`src/rtl/core/bsp_pkg.sv`:
```
// shared types, constants and rounding helpers for the bezier spline point evaluator
// no dependencies

package bsp_pkg;

    // item function codes
    localparam logic FUNC_WRITE = 1'b0;
    localparam logic FUNC_EVAL  = 1'b1;

    // configuration register indexes
    localparam int CFG_IDX_W = 2;
    localparam logic [CFG_IDX_W-1:0] REG_RESOLUTION    = 2'd0;
    localparam logic [CFG_IDX_W-1:0] REG_POINTS_IN_USE = 2'd1;

    // angle units
    localparam logic [14:0] QUARTER_TURN = 15'd5760;
    localparam logic [14:0] FULL_TURN    = 15'd23040;

    // quarter-wave sine: reciprocal of 5760/2^30 scaled by 2^18, then taylor coefficients
    localparam logic [35:0] SIN_RECIP = 36'd48867183457;
    localparam logic [30:0] SIN_C0 = 31'd1686629713;
    localparam logic [30:0] SIN_C1 = 31'd693598668;
    localparam logic [30:0] SIN_C2 = 31'd85569306;
    localparam logic [30:0] SIN_C3 = 31'd5026995;
    localparam logic [17:0] SIN_C4 = 18'd172272;

    // datapath widths
    localparam int PW  = 18;   // control and intermediate point width, signed
    localparam int DW  = PW + 1;
    localparam int TW  = 17;   // t in q1.16, 0..65536
    localparam int PRW = DW + TW + 1;
    localparam int OW  = 17;   // handle offset width, signed

    // unit latencies
    localparam int SIN_LAT    = 8;
    localparam int DIV_STAGES = 9;
    localparam int BZ_LAT     = 7;

    typedef struct packed {
        logic signed [15:0] x;
        logic signed [15:0] y;
        logic signed [15:0] angle;
        logic [13:0]        len;
    } anchor_t;

    typedef struct packed {
        logic valid;
        logic err;
        logic zero;
    } ctrl_t;

    // (b - a) * t
    function automatic logic signed [PRW-1:0] mix_mul(input logic signed [PW-1:0] a,
                                                      input logic signed [PW-1:0] b,
                                                      input logic [TW-1:0] t);
        logic signed [DW-1:0] diff;
        diff = DW'(b) - DW'(a);
        return PRW'(diff) * PRW'(signed'({1'b0, t}));
    endfunction

    // a + product / 2^16, rounded half away from zero
    function automatic logic signed [PW-1:0] mix_add(input logic signed [PW-1:0] a,
                                                     input logic signed [PRW-1:0] prod);
        logic             neg;
        logic [PRW-1:0]   mag;
        logic [PRW-1:0]   rmag;
        logic signed [PRW-1:0] rs;
        neg  = prod[PRW-1];
        mag  = neg ? PRW'(-prod) : PRW'(prod);
        rmag = (mag + PRW'(32768)) >> 16;
        rs   = neg ? -signed'(rmag) : signed'(rmag);
        return a + PW'(rs);
    endfunction

endpackage

```
`src/rtl/core/bsp_tdiv.sv`:
```
// pipelined restoring divider for t = (step * 2^16 + res / 2) / res, two bits a stage, one in the last
// uses bsp_pkg

module bsp_tdiv
(
    input  logic          clk,
    input  logic [8:0]    step,
    input  logic [8:0]    res,
    output logic [16:0]   t
);
    import bsp_pkg::*;

    logic [8:0]    rem_in  [DIV_STAGES];
    logic [TW-1:0] num_in  [DIV_STAGES];
    logic [TW-1:0] quo_in  [DIV_STAGES];
    logic [8:0]    den_in  [DIV_STAGES];
    logic [8:0]    rem_out [DIV_STAGES];
    logic [TW-1:0] quo_out [DIV_STAGES];
    logic [8:0]    rem_reg [DIV_STAGES];
    logic [TW-1:0] num_reg [DIV_STAGES];
    logic [TW-1:0] quo_reg [DIV_STAGES];
    logic [8:0]    den_reg [DIV_STAGES];

    // numerator low bits: step lsb, then zeros, then half the divisor
    assign rem_in[0] = {1'b0, step[8:1]};
    assign num_in[0] = {step[0], 8'd0, res[8:1]};
    assign quo_in[0] = '0;
    assign den_in[0] = res;

    for (genvar s = 0; s < DIV_STAGES; s++)
    begin : g_stage
        localparam int NB = (s == DIV_STAGES - 1) ? (TW - 2 * s) : 2;
        logic [9:0]    trial;
        logic [8:0]    rem_w;
        logic [TW-1:0] quo_w;

        if (s > 0)
        begin : g_link
            assign rem_in[s] = rem_reg[s-1];
            assign num_in[s] = num_reg[s-1];
            assign quo_in[s] = quo_reg[s-1];
            assign den_in[s] = den_reg[s-1];
        end

        always_comb
        begin
            rem_w = rem_in[s];
            quo_w = quo_in[s];
            trial = '0;
            for (int j = 0; j < NB; j++)
            begin
                trial = {rem_w, num_in[s][TW-1-2*s-j]};
                if (trial >= {1'b0, den_in[s]})
                begin
                    rem_w = 9'(trial - {1'b0, den_in[s]});
                    quo_w[TW-1-2*s-j] = 1'b1;
                end
                else
                begin
                    rem_w = trial[8:0];
                end
            end
            rem_out[s] = rem_w;
            quo_out[s] = quo_w;
        end

        always_ff @(posedge clk)
        begin
            rem_reg[s] <= rem_out[s];
            quo_reg[s] <= quo_out[s];
            num_reg[s] <= num_in[s];
            den_reg[s] <= den_in[s];
        end
    end

    assign t = quo_reg[DIV_STAGES-1];

endmodule

```
`config.mk`:
```
export PLATFORM = sky130hd
export DESIGN_NAME = bsp_tdiv
export DESIGN_NICKNAME = d
export VERILOG_FILES = /design/src/rtl/core/bsp_pkg.sv /design/src/rtl/core/bsp_tdiv.sv
export SDC_FILE = /design/constraint.sdc
export NUM_CORES = 1
export LEC_CHECK = 0
export BUFFER_PORTS_ARGS = -buffer_cell sky130_fd_sc_hd__clkbuf_2
export CORE_MARGIN = 3
export CORE_UTILIZATION = 30
export CTS_CLUSTER_DIAMETER = 60
export DETAILED_ROUTE_END_ITERATION = 10
export PLACE_DENSITY_LB_ADDON = 0.12
export SYNTH_ARGS = -nofsm -noshare
export SYNTH_HDL_FRONTEND = slang
export SYNTH_SLANG_ARGS = --single-unit
```
`constraint.sdc`:
```
create_clock -name clk -period 5.8 [get_ports clk]
set_clock_uncertainty 0.15 [all_clocks]
set_input_delay 1.16 -clock clk [delete_from_list [all_inputs] [get_ports clk]]
set_output_delay 1.16 -clock clk [all_outputs]
set_load 0.01 [all_outputs]
```
# --- Word level (Yosys, flattened, before mapping) ---
# Memory sizes are Yosys's and may differ from the RTL's.
# Index checks and enable logic that the tools add are counted.
totals:
  word_cells: 72
  ramBits: 468
  romBits: 0
  memories: 4
  latch_bits: 0
  output_inout_bits: 17
  ff_bits: 0
classes:
  div: 0
  mux: 34
  n_shift: 0
  n_eq_ne: 0
  order_cmp: 17
  n_reduce_logical: 0
  n_addsub: 17
  n_mul: 0
  bitwise_logic: 0
memory_table:
  columns: ["name", "depth", "word_bits", "read_ports", "rd_clocked_by_memory_dff", "wr", "line", "text"]
  rows:
  - ["num_reg", 9, 17, 8, 0, 9, "bsp_tdiv.sv:20", "logic [TW-1:0] num_reg [DIV_STAGES];"]
  - ["quo_reg", 9, 17, 9, 0, 9, "bsp_tdiv.sv:21", "logic [TW-1:0] quo_reg [DIV_STAGES];"]
  - ["den_reg", 9, 9, 8, 0, 9, "bsp_tdiv.sv:22", "logic [8:0] den_reg [DIV_STAGES];"]
  - ["rem_reg", 9, 9, 8, 0, 9, "bsp_tdiv.sv:19", "logic [8:0] rem_reg [DIV_STAGES];"]
op_table:
  columns: ["cell", "count"]
  rows:
  - ["$ge 10x9->1", 16]
  - ["$mux 9", 17]
  - ["$sub 9x9->9", 17]
  - ["$mux 1", 17]
  - ["$ge 9x9->1", 1]

# --- Logic depth before layout (Yosys ltp) ---
# An unclocked memory read counts as a cell.
depth:
  depth_word: 5
  mapped_depth: 21
  depth_no_buf: 19

# --- Worst setup path after synthesis ---
# Ideal clock, no wire load.
synth_path:
  path_kind: "input port to flip-flop"
  startpoint: "input port res[1]"
  endpoint: "memory rem_reg[0][5]"
  setup_time_ns: 0.123
  required_ns: 5.527
  t_arrival_ns: 4.516
  setup_slack_ns: 1.011
  stages: 16
  path_cell_list: "inv_1 ha_1 nor2b_1 o31a_1 o41ai_1 o21ai_1 clkbuf_1 mux2_2 ha_1 a21oi_1 nor2_1 a211oi_1 o21ai_0 a21oi_1 nand2_1 mux2_1"
synth_rtl:
  columns: ["item", "line", "text"]
  rows:
  - ["start: declaration", "bsp_tdiv.sv:8", "input logic [8:0] res,"]
  - ["end: declaration", "bsp_tdiv.sv:19", null]

==> flow_results.org <==
** Outcome
- The flow ran to the end, and the final reports show no timing, DRC or antenna violations.

** Worst setup path
- STA puts the critical path data arrival time at 5.44 ns.
- Largest fanout on the critical path :: 10
- The worst setup path is launched from a register.
- Critical Path Sink Type :: register
- Worst reg2reg setup slack :: 0.64 ns
- The worst register-to-register path ends at rem_reg[0][44]$_DFF_P_.
- Largest incremental delay on the critical path :: 0.60 ns
- Counting stages on the worst path, the most repeated cell is sky130_fd_sc_hd__nor2b_1.
- The number of cells on the worst reg-to-reg path is 17.
- The critical path starts at den_reg[0][29]$_DFF_P_.
- Worst path cell trace :: inv_1, ha_1, nor2b_1, o31a_1, o31a_1, o211ai_1, nor2b_1, buf_4, mux2_2, ha_1, a21oi_1, nor2b_1, o21ai_0, nand2b_1, o21bai_1, a221oi_4, mux2_2
- In this run the critical register-to-register path is launched from den_reg[0][29]$_DFF_P_.
- Capture point of the critical path :: rem_reg[0][44]$_DFF_P_
- For this design, the slowest cell found on the critical path is sky130_fd_sc_hd__a221oi_4.
- Data on the critical path is required at its endpoint by 6.08 ns.
- Type of the setup path with the least slack :: reg -> reg

** Clock tree
- The number of hold buffers added after CTS was 0.
- Clock tree synthesis found a total of 233 sinks.
- The number of gates resized after CTS was 0.
- The clock passes through at most 3 buffers.
- Clock-pin slew of the registers on the worst-case setup and hold paths :: 0.06 ns
- TritonCTS created 30 clock buffers.
- For the worst-skew pair, the clock arrives at the later sink with an insertion delay of 0.56 ns.
- Total number of H-tree levels :: 1
- Buffer type at the clock tree root :: sky130_fd_sc_hd__clkbuf_16
- Post CTS Setup Buffer Count :: 0
- TritonCTS built the clock tree.

** Global routing
- Aggregate global routing overflow :: 0
- The initial antenna violation count was 0.
- The first global-routing pass estimated 44.7 mm of wire.
- Maximum number of pins on one net before global-route repair :: 16
- Global routing consumed, over all layers together, 12.4% of the routing resources.
- The via count of the first global-routing pass was 8713.

** Finish
- Largest register FFs :: 89
- The area growth from synthesis to layout is 15.5%.
- The library cell used most frequently in the layout, excluding fill and tap cells, is sky130_fd_sc_hd__dfxtp_1.
- Ant. Diodes :: 0
- Of the cells placed in the final design, the portion with a size suffix greater than 1 is 15.5%.
- # nets final :: 1492
- Commonest cells after routing, fill and taps aside :: sky130_fd_sc_hd__dfxtp_1 (233), sky130_fd_sc_hd__ha_1 (150), sky130_fd_sc_hd__inv_1 (117)
- Number of fill cells in the layout :: 4044

** Yosys
- Cell type with the largest total area after synthesis :: sky130_fd_sc_hd__dfxtp_1
- Net Count, Synth :: 1426
- Count of state elements after synthesis :: 233
- Most common flop cell mapped by yosys :: sky130_fd_sc_hd__dfxtp_1
- The average instance in the mapped netlist occupies 9.87 sq um.
- Synth async-reset ratio :: 0%
- Number of synthesized flops with an enable pin :: 0
- The share of synthesized area in the top cell type comes to 38.0%.
- Post-synthesis instance total :: 1244
- After synthesis the cells add up to 12300 sq um.
- Number of different library cells in the post-synthesis netlist :: 65
- For this run, the number of Yosys warnings is 0.
- In the post-synthesis netlist, the biggest area contributors are sky130_fd_sc_hd__dfxtp_1 (38%), sky130_fd_sc_hd__ha_1 (15%), sky130_fd_sc_hd__mux2_2 (7.3%).
- Post-synthesis sequential area ratio :: 38.0%

** Detailed routing
- In the routed layout, each cell is associated on average with a via count of 4.59.
- Summed over all layers, the routed wires come to 26.6 mm.
- In this run, the number of DRC markers left after iteration 0 of detailed routing was 431.
- 1st-pass router iterations :: 5
- After detailed routing, the number of remaining DRC violations is 0.
- Count of antenna-violating nets left after detailed routing :: 0
- Routed vias :: 8536
- Average wire length per cell after detail routing :: 14.3 um

** STA
- In the finished design, the share of the clock period the worst path needs comes to 89.0%.
- The count of endpoints failing hold in the final timing report is 0.
- RSZ-0062 raised after global routing :: false
- Headroom to the max-slew limit came out at 23.4%.
- Max Fclk :: 194 MHz
- Final count of negative-setup-slack endpoints :: 0
- Setup_tns :: 0 ns
- Clock period minus worst slack :: 5.16 ns
- Transition at the pin with the smallest max-transition slack :: 1.14 ns
- The number of pins exceeding their max-slew limit in the final report is 0.

** Hold path
- The tightest min-delay check is of the reg -> reg type.
- Cell depth of the worst hold path :: 0

** Die
- Area of the die :: 43400 sq um
- In this run the count of I/O pins placed on the die edge is 36.
- Area of the placeable core :: 40100 sq um
- Number of rows created at floorplan :: 73
- The initial utilization of the core area, before any placement, comes to 30.6%.
- The die is 208 um tall.
- Measured along the x axis, the die boundary spans 208 um.

** Placed design
- Input and output buffers added on the ports amount to 35.
- After legalization and detailed placement, the total HPWL measured 21.4 mm.
- At the end of routability-driven placement, the weighted congestion stood at 0.812.

** Flow run
- Maximum Capacitance Violations :: 0
## worst max-delay path: cells and delay by family, from the launching register on
| family | cells | cell delay (ns) |
|---|---|---|
| compound gates | 7 | 2.01 |
| mux | 2 | 0.80 |
| simple gates | 4 | 0.72 |
| fa+ha+maj | 2 | 0.71 |
| flops | 1 | 0.33 |
| buf+inv | 2 | 0.30 |
## cell type report
cell class              instances  area [sq um]  share of cell area [%]
repair buffers                 42           228                    1.61
flip-flops and latches        233          4660                    32.9
multi-input cells             883          7130                    50.3
well taps                     525           657                    4.63
clock buffers                  35           800                    5.64
inverters                     120           453                    3.19
clock inverters                20           251                    1.77
## synthesized netlist by cell type (all sizes together) (21+ instances only)
cell / count
a21o: 34
a21oi: 74
dfxtp: 233
ha: 150
inv: 120
mux2: 89
nand2: 43
nor2: 84
nor2b: 29
nor3: 23
o21a: 21
o21ai: 63
xnor2: 56
xor2: 33
## cells by family after synthesis
| kind of cell | share of synthesized area [%] |
|---|---|
| AOI/OAI and AO/OA | 14.6 |
| DFF | 38.0 |
| xor gates and xnor gates | 6.35 |
| adders and majority gates | 17.4 |
| muxes | 9.38 |
| buffers and inverters | 3.98 |
| and+or+nand+nor | 10.3 |
## through the flow
stage	worst slack (ns)	hold slack, ns	cell area, sq um	std cells	util (%)
2_1_floorplan	1.01	0.160	12300	1244	-
3_3_place_gp	0.306	0.160	13100	1803	32.7
3_5_place_dp	0.175	0.162	13100	1803	32.7
4_1_cts	0.605	0.171	14200	1858	35.4
5_1_grt	0.318	0.174	14200	1858	35.4
6_report	0.639	0.171	14200	1858	35.4
## metal layers
metal  part of all wire, %  vias to the layer above  track usage, %
li1                      -                     4544               -
met1                    51                     3876            17.3
met2                    44                       86            20.0
met3                   3.1                       30            1.90
met4                   1.7                        0            3.16
met5                     0                        -               0
## worst min-delay path by stage
stage | startpoint | end | slack, ns
6_report | quo_reg[0][66]$_DFF_P_ | quo_reg[0][83]$_DFF_P_ | 0.17
5_1_grt | quo_reg[0][67]$_DFF_P_ | quo_reg[0][84]$_DFF_P_ | 0.17
4_1_cts | quo_reg[0][66]$_DFF_P_ | quo_reg[0][83]$_DFF_P_ | 0.17
3_5_place_dp | quo_reg[0][83]$_DFF_P_ | quo_reg[0][100]$_DFF_P_ | 0.16
3_3_place_gp | quo_reg[0][110]$_DFF_P_ | quo_reg[0][127]$_DFF_P_ | 0.16
2_1_floorplan | quo_reg[0][83]$_DFF_P_ | quo_reg[0][100]$_DFF_P_ | 0.16
Power is left out: the tool's default activity adds up to more than one toggle a clock period on the data nets, which glitch-free logic cannot reach.
